<file path="src/design/dnsq_pkg.sv">
`timescale 1ns / 1ps
// ----------------------------------------------------------------------------
// dnsq_pkg
// Shared types and constants for the DNS question name parser.
// ----------------------------------------------------------------------------
package dnsq_pkg;

  localparam int HEADER_BYTES = 12;
  localparam int QUEUE_DEPTH  = 4;
  localparam int QPTR_W       = $clog2(QUEUE_DEPTH);
  localparam int QCNT_W       = $clog2(QUEUE_DEPTH + 1);

  localparam logic [7:0] DOT_CHAR  = 8'h2e;
  localparam logic [2:0] SKIP_BYTES = 3'd4;

  typedef enum logic [1:0] {
    PH_IDLE,
    PH_HEADER,
    PH_NAME,
    PH_SKIP
  } phase_t;

  typedef enum logic [1:0] {
    KIND_HEADER = 2'd0,
    KIND_CHAR   = 2'd1,
    KIND_END    = 2'd2,
    KIND_ERROR  = 2'd3
  } kind_t;

  typedef struct packed {
    kind_t       kind;
    logic [7:0]  char_out;
    logic [15:0] question_index;
    logic [15:0] message_id;
    logic [15:0] question_count;
    logic        last_name;
  } result_t;

endpackage

</file>
<file path="src/design/dnsq_front.sv">
`timescale 1ns / 1ps
// ----------------------------------------------------------------------------
// dnsq_front
// Byte parser: tracks header and name state, classifies each beat and
// produces at most one result per accepted beat.
// ----------------------------------------------------------------------------
module dnsq_front #(
  parameter int MAX_NAME_CHARS = 255
) (
  input  logic             clk,
  input  logic             rst,
  input  logic             fire,
  input  logic [7:0]       msg_byte,
  input  logic             msg_start,
  output logic             res_valid,
  output dnsq_pkg::result_t res
);

  localparam logic [7:0] MAX_LEN = 8'(MAX_NAME_CHARS);

  dnsq_pkg::phase_t phase, phase_next;
  logic [3:0]  header_position, header_position_next;
  logic [15:0] held_id, held_id_next;
  logic [15:0] held_count, held_count_next;
  logic [15:0] current_question, current_question_next;
  logic [6:0]  label_remaining, label_remaining_next;
  logic        first_label, first_label_next;
  logic [7:0]  name_length, name_length_next;
  logic [2:0]  skip_remaining, skip_remaining_next;

  always_ff @(posedge clk) begin
    if (rst) begin
      phase            <= dnsq_pkg::PH_IDLE;
      header_position  <= '0;
      held_id          <= '0;
      held_count       <= '0;
      current_question <= '0;
      label_remaining  <= '0;
      first_label      <= 1'b1;
      name_length      <= '0;
      skip_remaining   <= '0;
    end else begin
      phase            <= phase_next;
      header_position  <= header_position_next;
      held_id          <= held_id_next;
      held_count       <= held_count_next;
      current_question <= current_question_next;
      label_remaining  <= label_remaining_next;
      first_label      <= first_label_next;
      name_length      <= name_length_next;
      skip_remaining   <= skip_remaining_next;
    end
  end

  always_comb begin
    dnsq_pkg::phase_t ph;
    logic [3:0] hp;
    logic       pc_en;
    logic [7:0] pc_ch;
    logic [15:0] q_inc;

    phase_next            = phase;
    header_position_next  = header_position;
    held_id_next          = held_id;
    held_count_next       = held_count;
    current_question_next = current_question;
    label_remaining_next  = label_remaining;
    first_label_next      = first_label;
    name_length_next      = name_length;
    skip_remaining_next   = skip_remaining;
    res_valid             = 1'b0;
    res.kind              = dnsq_pkg::KIND_HEADER;
    res.char_out          = '0;
    res.question_index    = '0;
    res.last_name         = 1'b0;
    pc_en                 = 1'b0;
    pc_ch                 = '0;
    q_inc                 = current_question + 16'd1;
    ph                    = phase;
    hp                    = header_position;

    if (fire) begin
      if (msg_start) begin
        ph = dnsq_pkg::PH_HEADER;
        hp = '0;
        phase_next = dnsq_pkg::PH_HEADER;
        header_position_next = '0;
      end
      unique case (ph)
        dnsq_pkg::PH_HEADER: begin
          case (hp)
            4'd0: held_id_next[15:8]    = msg_byte;
            4'd1: held_id_next[7:0]     = msg_byte;
            4'd4: held_count_next[15:8] = msg_byte;
            4'd5: held_count_next[7:0]  = msg_byte;
            default: ;
          endcase
          if (hp >= 4'(dnsq_pkg::HEADER_BYTES - 1)) begin
            header_position_next  = '0;
            current_question_next = '0;
            if (held_count_next == 16'd0) begin
              phase_next = dnsq_pkg::PH_IDLE;
            end else begin
              phase_next           = dnsq_pkg::PH_NAME;
              label_remaining_next = '0;
              first_label_next     = 1'b1;
              name_length_next     = '0;
            end
            res_valid = 1'b1;
            res.kind  = dnsq_pkg::KIND_HEADER;
          end else begin
            header_position_next = hp + 4'd1;
          end
        end
        dnsq_pkg::PH_NAME: begin
          res.question_index = current_question;
          if (msg_byte == 8'd0) begin
            res_valid = 1'b1;
            if (name_length == 8'd0) begin
              phase_next = dnsq_pkg::PH_IDLE;
              res.kind   = dnsq_pkg::KIND_ERROR;
            end else begin
              if (q_inc == held_count) begin
                phase_next    = dnsq_pkg::PH_IDLE;
                res.last_name = 1'b1;
              end else begin
                phase_next          = dnsq_pkg::PH_SKIP;
                skip_remaining_next = dnsq_pkg::SKIP_BYTES;
              end
              label_remaining_next = '0;
              res.kind = dnsq_pkg::KIND_END;
            end
          end else if (label_remaining == 7'd0) begin
            label_remaining_next = msg_byte[7] ? 7'd0 : msg_byte[6:0];
            if (first_label) begin
              first_label_next = 1'b0;
            end else begin
              pc_en = 1'b1;
              pc_ch = dnsq_pkg::DOT_CHAR;
            end
          end else begin
            label_remaining_next = label_remaining - 7'd1;
            pc_en = 1'b1;
            pc_ch = msg_byte;
          end
        end
        dnsq_pkg::PH_SKIP: begin
          skip_remaining_next = skip_remaining - 3'd1;
          if (skip_remaining_next == 3'd0) begin
            current_question_next = q_inc;
            phase_next            = dnsq_pkg::PH_NAME;
            label_remaining_next  = '0;
            first_label_next      = 1'b1;
            name_length_next      = '0;
          end
        end
        default: phase_next = dnsq_pkg::PH_IDLE;
      endcase

      if (pc_en) begin
        res_valid = 1'b1;
        if (name_length >= MAX_LEN) begin
          phase_next = dnsq_pkg::PH_IDLE;
          res.kind   = dnsq_pkg::KIND_ERROR;
        end else begin
          name_length_next = name_length + 8'd1;
          res.kind         = dnsq_pkg::KIND_CHAR;
          res.char_out     = pc_ch;
        end
      end
    end

    res.message_id     = held_id_next;
    res.question_count = held_count_next;
  end

  a_res_needs_beat: assert property (@(posedge clk) disable iff (rst)
    res_valid |-> fire) else $error("result without an accepted beat");

  a_skip_nonzero: assert property (@(posedge clk) disable iff (rst)
    phase == dnsq_pkg::PH_SKIP |-> skip_remaining != 3'd0)
    else $error("skip phase with nothing left to skip");

  a_len_bound: assert property (@(posedge clk) disable iff (rst)
    name_length <= MAX_LEN) else $error("name length past maximum");

endmodule

</file>
<file path="src/design/dnsq_queue.sv">
`timescale 1ns / 1ps
// ----------------------------------------------------------------------------
// dnsq_queue
// Small result FIFO between the parser and the output stage.
// ----------------------------------------------------------------------------
module dnsq_queue (
  input  logic              clk,
  input  logic              rst,
  input  logic              push,
  input  dnsq_pkg::result_t push_data,
  input  logic              pop,
  output logic              full,
  output logic              not_empty,
  output dnsq_pkg::result_t head
);

  dnsq_pkg::result_t entries [dnsq_pkg::QUEUE_DEPTH];
  logic [dnsq_pkg::QPTR_W-1:0] wr_ptr, rd_ptr;
  logic [dnsq_pkg::QCNT_W-1:0] count;

  assign full      = (count == dnsq_pkg::QCNT_W'(dnsq_pkg::QUEUE_DEPTH));
  assign not_empty = (count != '0);
  assign head      = entries[rd_ptr];

  always_ff @(posedge clk) begin
    if (push) begin
      entries[wr_ptr] <= push_data;
    end
  end

  always_ff @(posedge clk) begin
    if (rst) begin
      wr_ptr <= '0;
      rd_ptr <= '0;
      count  <= '0;
    end else begin
      if (push) wr_ptr <= wr_ptr + dnsq_pkg::QPTR_W'(1);
      if (pop)  rd_ptr <= rd_ptr + dnsq_pkg::QPTR_W'(1);
      count <= count + dnsq_pkg::QCNT_W'(push) - dnsq_pkg::QCNT_W'(pop);
    end
  end

  a_no_overflow: assert property (@(posedge clk) disable iff (rst)
    push |-> !full || pop) else $error("push into full queue");

  a_no_underflow: assert property (@(posedge clk) disable iff (rst)
    pop |-> not_empty) else $error("pop from empty queue");

endmodule

</file>
<file path="src/design/dnsq_back.sv">
`timescale 1ns / 1ps
// ----------------------------------------------------------------------------
// dnsq_back
// Output register stage: takes results from the queue and drives the
// master-side stream.
// ----------------------------------------------------------------------------
module dnsq_back (
  input  logic              clk,
  input  logic              rst,
  input  logic              q_valid,
  input  dnsq_pkg::result_t q_head,
  output logic              q_pop,
  output logic              m_tvalid,
  input  logic              m_tready,
  output logic [55:0]       m_tdata,
  output logic [1:0]        m_tuser,
  output logic              m_tlast
);

  dnsq_pkg::result_t out_reg;

  assign q_pop = q_valid && (!m_tvalid || m_tready);

  always_ff @(posedge clk) begin
    if (rst) begin
      m_tvalid <= 1'b0;
    end else if (!m_tvalid || m_tready) begin
      m_tvalid <= q_valid;
    end
  end

  always_ff @(posedge clk) begin
    if (q_pop) out_reg <= q_head;
  end

  assign m_tdata = {out_reg.question_count, out_reg.message_id,
                    out_reg.question_index, out_reg.char_out};
  assign m_tuser = out_reg.kind;
  assign m_tlast = out_reg.last_name;

endmodule

</file>
<file path="src/design/dns_question_name_parser_top.sv">
`timescale 1ns / 1ps
// ----------------------------------------------------------------------------
// dns_question_name_parser_top
// Decodes DNS question names from a byte stream into characters and events.
// ----------------------------------------------------------------------------
// With an empty queue, a result goes through the queue into the output register.
// Throughput: 1 byte/cycle; the 4-entry result queue absorbs output stalls until full.
// s_tready drops only while the result queue is full.
// Reset (rst, synchronous) returns the parser to idle and empties the queue.
// ----------------------------------------------------------------------------
module dns_question_name_parser_top #(
  parameter int MAX_NAME_CHARS = 255
) (
  input  logic        clk,
  input  logic        rst,
  input  logic        s_tvalid,
  output logic        s_tready,
  input  logic [7:0]  s_tdata,   // [7:0] msg_byte
  input  logic        s_tuser,   // [0] msg_start
  output logic        m_tvalid,
  input  logic        m_tready,
  output logic [55:0] m_tdata,   // [7:0] char_out, [23:8] question_index,
                                 // [39:24] message_id, [55:40] question_count
  output logic [1:0]  m_tuser,   // [1:0] kind
  output logic        m_tlast    // last_name
);

  logic              fire;
  logic              res_valid;
  dnsq_pkg::result_t res;
  logic              q_full;
  logic              q_valid;
  logic              q_pop;
  dnsq_pkg::result_t q_head;

  assign s_tready = !q_full;
  assign fire     = s_tvalid && s_tready;

  dnsq_front #(
    .MAX_NAME_CHARS(MAX_NAME_CHARS)
  ) u_front (
    .clk       (clk),
    .rst       (rst),
    .fire      (fire),
    .msg_byte  (s_tdata),
    .msg_start (s_tuser),
    .res_valid (res_valid),
    .res       (res)
  );

  dnsq_queue u_queue (
    .clk       (clk),
    .rst       (rst),
    .push      (res_valid),
    .push_data (res),
    .pop       (q_pop),
    .full      (q_full),
    .not_empty (q_valid),
    .head      (q_head)
  );

  dnsq_back u_back (
    .clk      (clk),
    .rst      (rst),
    .q_valid  (q_valid),
    .q_head   (q_head),
    .q_pop    (q_pop),
    .m_tvalid (m_tvalid),
    .m_tready (m_tready),
    .m_tdata  (m_tdata),
    .m_tuser  (m_tuser),
    .m_tlast  (m_tlast)
  );

endmodule
</file>
<file path="config.mk">
export PLATFORM = sky130hd
export DESIGN_NAME = dns_question_name_parser_top
export DESIGN_NICKNAME = d
export VERILOG_FILES = /design/src/design/dnsq_pkg.sv /design/src/design/dnsq_front.sv /design/src/design/dnsq_queue.sv /design/src/design/dnsq_back.sv /design/src/design/dns_question_name_parser_top.sv
export SDC_FILE = /design/constraint.sdc
export NUM_CORES = 1
export LEC_CHECK = 0
export BUFFER_PORTS_ARGS = -buffer_cell sky130_fd_sc_hd__buf_2
export CAP_MARGIN = 10
export CORE_UTILIZATION = 45
export CTS_BUF_LIST = sky130_fd_sc_hd__clkbuf_8
export DETAILED_ROUTE_END_ITERATION = 10
export MAX_ROUTING_LAYER = met4
export PLACE_DENSITY = 0.64
export SLEW_MARGIN = 0
export SYNTH_ARGS = -nofsm -noshare
export SYNTH_HDL_FRONTEND = slang
export SYNTH_HIERARCHICAL = 1
export SYNTH_SLANG_ARGS = --single-unit
</file>
<file path="constraint.sdc">
create_clock -name clk -period 6.6 [get_ports clk]
set_clock_uncertainty 0.1 [all_clocks]
set_input_delay 1.98 -clock clk [delete_from_list [all_inputs] [get_ports clk]]
set_output_delay 1.98 -clock clk [all_outputs]
set_load 0.005 [all_outputs]
</file>
==> qor.txt <==
Int Pwr = 0.00436 W
Final wirelength = 33.1 mm
Number of synthesized flops with an enable pin = 295
GR Overflow Total = 0
Post-DP Area = 16,400 µm²
# rows = 67
Fraction of registers with async set/reset = 0
Final Cycle Share = 0.778
Layout area overhead = 13.2%
Chip Width = 188 µm
Worst-skew pair later-pin latency = 600 ps
Sequential power share = 0.509
Max FO, Critical Path = 26
Final Hold Violating Endpoints = 0
Die H = 188 µm
Worst EP required = 6800 ps
Leakage = 5.96 nW
Worst R2R End = u_queue/entries[2][14]
First-pass GRT wire length = 50.9 mm
Fillers = 2,812
Num CTS Buffers = 60
Reg clk slew, reported paths = 60 ps
Final TNS setup = 0 ps
IO Port Bufs = 73
Post-synthesis cell area = 15,500 µm²
Status = finished clean
Max Root-Sink Buffers = 3
Clock Power Share = 0.339
Hold endpoint = u_front/label_remaining[4]
Routability Congestion = 0.863
Syn avg cell area = 15.6 µm²
Critical Path Source = s_tuser
Reg2reg setup slack = 2690 ps
Multi-input logic area = 4640 µm²
TritonCTS clock tree = built
Synth Flop Type = edfxtp_1
Core area = 33,800 µm²
Critical path arrival = 5330 ps
Fmax = 195 MHz
Hold Path Depth = 2
Vias in the first global route = 8,706
Die ar. = 35,300 µm²
Ys Warns = 6
Syn Nets = 1,033
Worst r2r src = u_front/phase[1]
Initial antenna violation count = 1
DR iter-0 viols = 808
Routed Antenna Nets = 0
Vias per cell = 5.51
Antenna diodes = 0
Worst-margin pin slew = 1030 ps
Seq/Total Area, Yosys = 0.677
Largest net degree at the start of global routing = 63
Combinational fraction of design power = 0.152
Switching pwr = 0.00146 W
Post-Syn Instances = 999
Design area = 17,600 µm²
First-pass DRT Iterations = 5
Ports = 74
Final setup violation count = 0
Postcts setup bufs = 0
Flip-flop and latch count after synthesis = 378
Post-layout nets = 1,133
Storage element area = 10,500 µm²
Switching Fraction = 0.252
Max IR drop VDD = 0.485 mV
Vias = 8,794
Clock Sinks = 378
DRC Markers = 0
CP endpoint kind = flop
Slew Viols, Final = 0
Worst reg2reg path depth = 10
Unique masters post-synth = 72
Max_cap viols = 0
Gr usage total = 0.195
Rel. slew slack = 0.311
Routed wire per std cell = 20.7 µm
CTS Hold Buffers Added = 0
Fraction of layout cells with a size suffix above 1 = 0.248
Hold Crit Class = flop to flop
Root buf cell = clkbuf_8
Crit path time final = 5140 ps
H-tree Lvls = 2
Post-CTS Resized = 0
Pwr Density = 331 nW/µm²
Min-delay src = u_front/label_remaining[4]
Worst Path Class, Setup = input port to flop
HPWL Detailed = 21.5 mm
RSZ-0062 raised after global routing = false
Starting Density = 0.460
Element type at the critical path start = input port
==> kinds of logic (layout without fill, tap and decap cells) <==
logic type | Yosys count | count (layout) | synth area share
mux | 93 | 93 | 0.110
compound gates | 127 | 127 | 0.0524
simple gates | 266 | 266 | 0.0986
flops | 378 | 378 | 0.677
buf+inv | 81 | 230 | 0.0250
xor+xnor | 33 | 33 | 0.0196
fa+ha+maj | 21 | 21 | 0.0174
==> state kept, by name, indices dropped and copies added, names as in the netlist, named ones only <==
| register | cells |
|---|---|
| u_front/name_length | 8 |
| u_front/current_question | 16 |
| u_back/m_tdata | 56 |
| u_back/m_tlast | 1 |
| u_queue/count | 3 |
| u_front/label_remaining | 7 |
| u_front/held_id | 16 |
| u_back/m_tuser | 2 |
| u_front/phase | 2 |
| u_front/skip_remaining | 3 |
| u_front/header_position | 4 |
| u_queue/wr_ptr | 2 |
| u_queue/rd_ptr | 2 |
| u_back/m_tvalid | 1 |
| u_front/first_label | 1 |
| u_front/held_count | 16 |
| u_queue/entries | 236 |
==> cell usage after synthesis, drive strengths merged, types with 22 or more instances <==
cell type / count / area share
and2: 40 / 0.016
clkbuf: 34 / 0.0085
mux2: 33 / 0.024
o21ai: 26 / 0.0084
and3: 22 / 0.0089
inv: 27 / 0.0065
nand2: 24 / 0.0058
dfxtp: 83 / 0.11
a21oi: 45 / 0.015
nor2: 59 / 0.014
nand3: 23 / 0.0093
mux4: 59 / 0.086
edfxtp: 295 / 0.57
==> per-layer routing <==
| layer | vias to the layer above | GRT usage | wire (µm) |
|---|---|---|---|
| met4 | 0 | 0.0585 | 564 |
| li1 | 4071 | - | - |
| met2 | 259 | 0.286 | 15100 |
| met5 | - | - | 0 |
| met3 | 46 | 0.0313 | 1860 |
| met1 | 4418 | 0.280 | 15500 |
==> through the flow <==
step / setup WS (ps) / util / power, W / std cells / hold slack [ps]
detailed placement: 836 / 0.485 / 0.00392 / 1485 / 388
floorplan: 865 / - / 0.00356 / 999 / 361
CTS: 1480 / 0.521 / 0.00590 / 1596 / 397
finish: 1460 / 0.521 / 0.00582 / 1596 / 400
global placement: 914 / 0.485 / 0.00391 / 1485 / 379
global route: 1200 / 0.521 / 0.00608 / 1596 / 421
==> power groups by stage <==
stage / clock, W / combinational (W) / sequential, W
3_3_place_gp: 0 / 0.000900 / 0.00301
6_report: 0.00197 / 0.000886 / 0.00296
3_5_place_dp: 0 / 0.000906 / 0.00302
4_1_cts: 0.00202 / 0.000909 / 0.00297
5_1_grt: 0.00213 / 0.000967 / 0.00299
2_1_floorplan: 0 / 0.000574 / 0.00299
==> cell type report <==
cell class / instances / share of cell area
clock inverter: 49 / 0.0201
timing repair buffer: 92 / 0.0317
tap: 448 / 0.0319
multi-input combinational: 540 / 0.264
clock buffer: 62 / 0.0485
inverter: 27 / 0.00576
sequential: 378 / 0.598
==> placed cells by master (no fill, tap or decap), types with 8 or more instances in the layout <==
| cell | n |
|---|---|
| nor2_1 | 59 |
| o21ai_0 | 20 |
| xor2_1 | 12 |
| mux4_2 | 59 |
| clkinv_1 | 13 |
| buf_2 | 73 |
| buf_4 | 15 |
| xnor2_1 | 20 |
| ha_1 | 20 |
| nand3_1 | 20 |
| clkbuf_8 | 62 |
| nand2_1 | 24 |
| or3_1 | 16 |
| mux2_2 | 32 |
| edfxtp_1 | 295 |
| inv_1 | 48 |
| and3_1 | 22 |
| and2_1 | 35 |
| nor2b_1 | 11 |
| nor3_1 | 16 |
| nand4_1 | 9 |
| a21oi_1 | 44 |
| dfxtp_1 | 81 |
| nor4_1 | 10 |
| a211oi_1 | 8 |
==> worst max-delay path, stage by stage <==
cell	delay, ps
buf_2	170
nor2_1	320
ha_1	210
buf_4	230
inv_1	160
or4_1	610
nand2_1	100
a21oi_1	60
nor2_1	550
and2_2	640
buf_12	260
==> worst max-delay path by stage <==
stage	slack [ps]	cells after the start	end
floorplan	860	9	u_queue/entries[0][0]
global placement	910	11	u_queue/entries[2][10]
detailed placement	840	11	u_queue/entries[2][10]
CTS	1480	11	u_queue/entries[2][7]
global route	1200	11	u_queue/entries[3][6]
finish	1460	11	u_queue/entries[2][14]
Power figures use the tool's default switching activity.
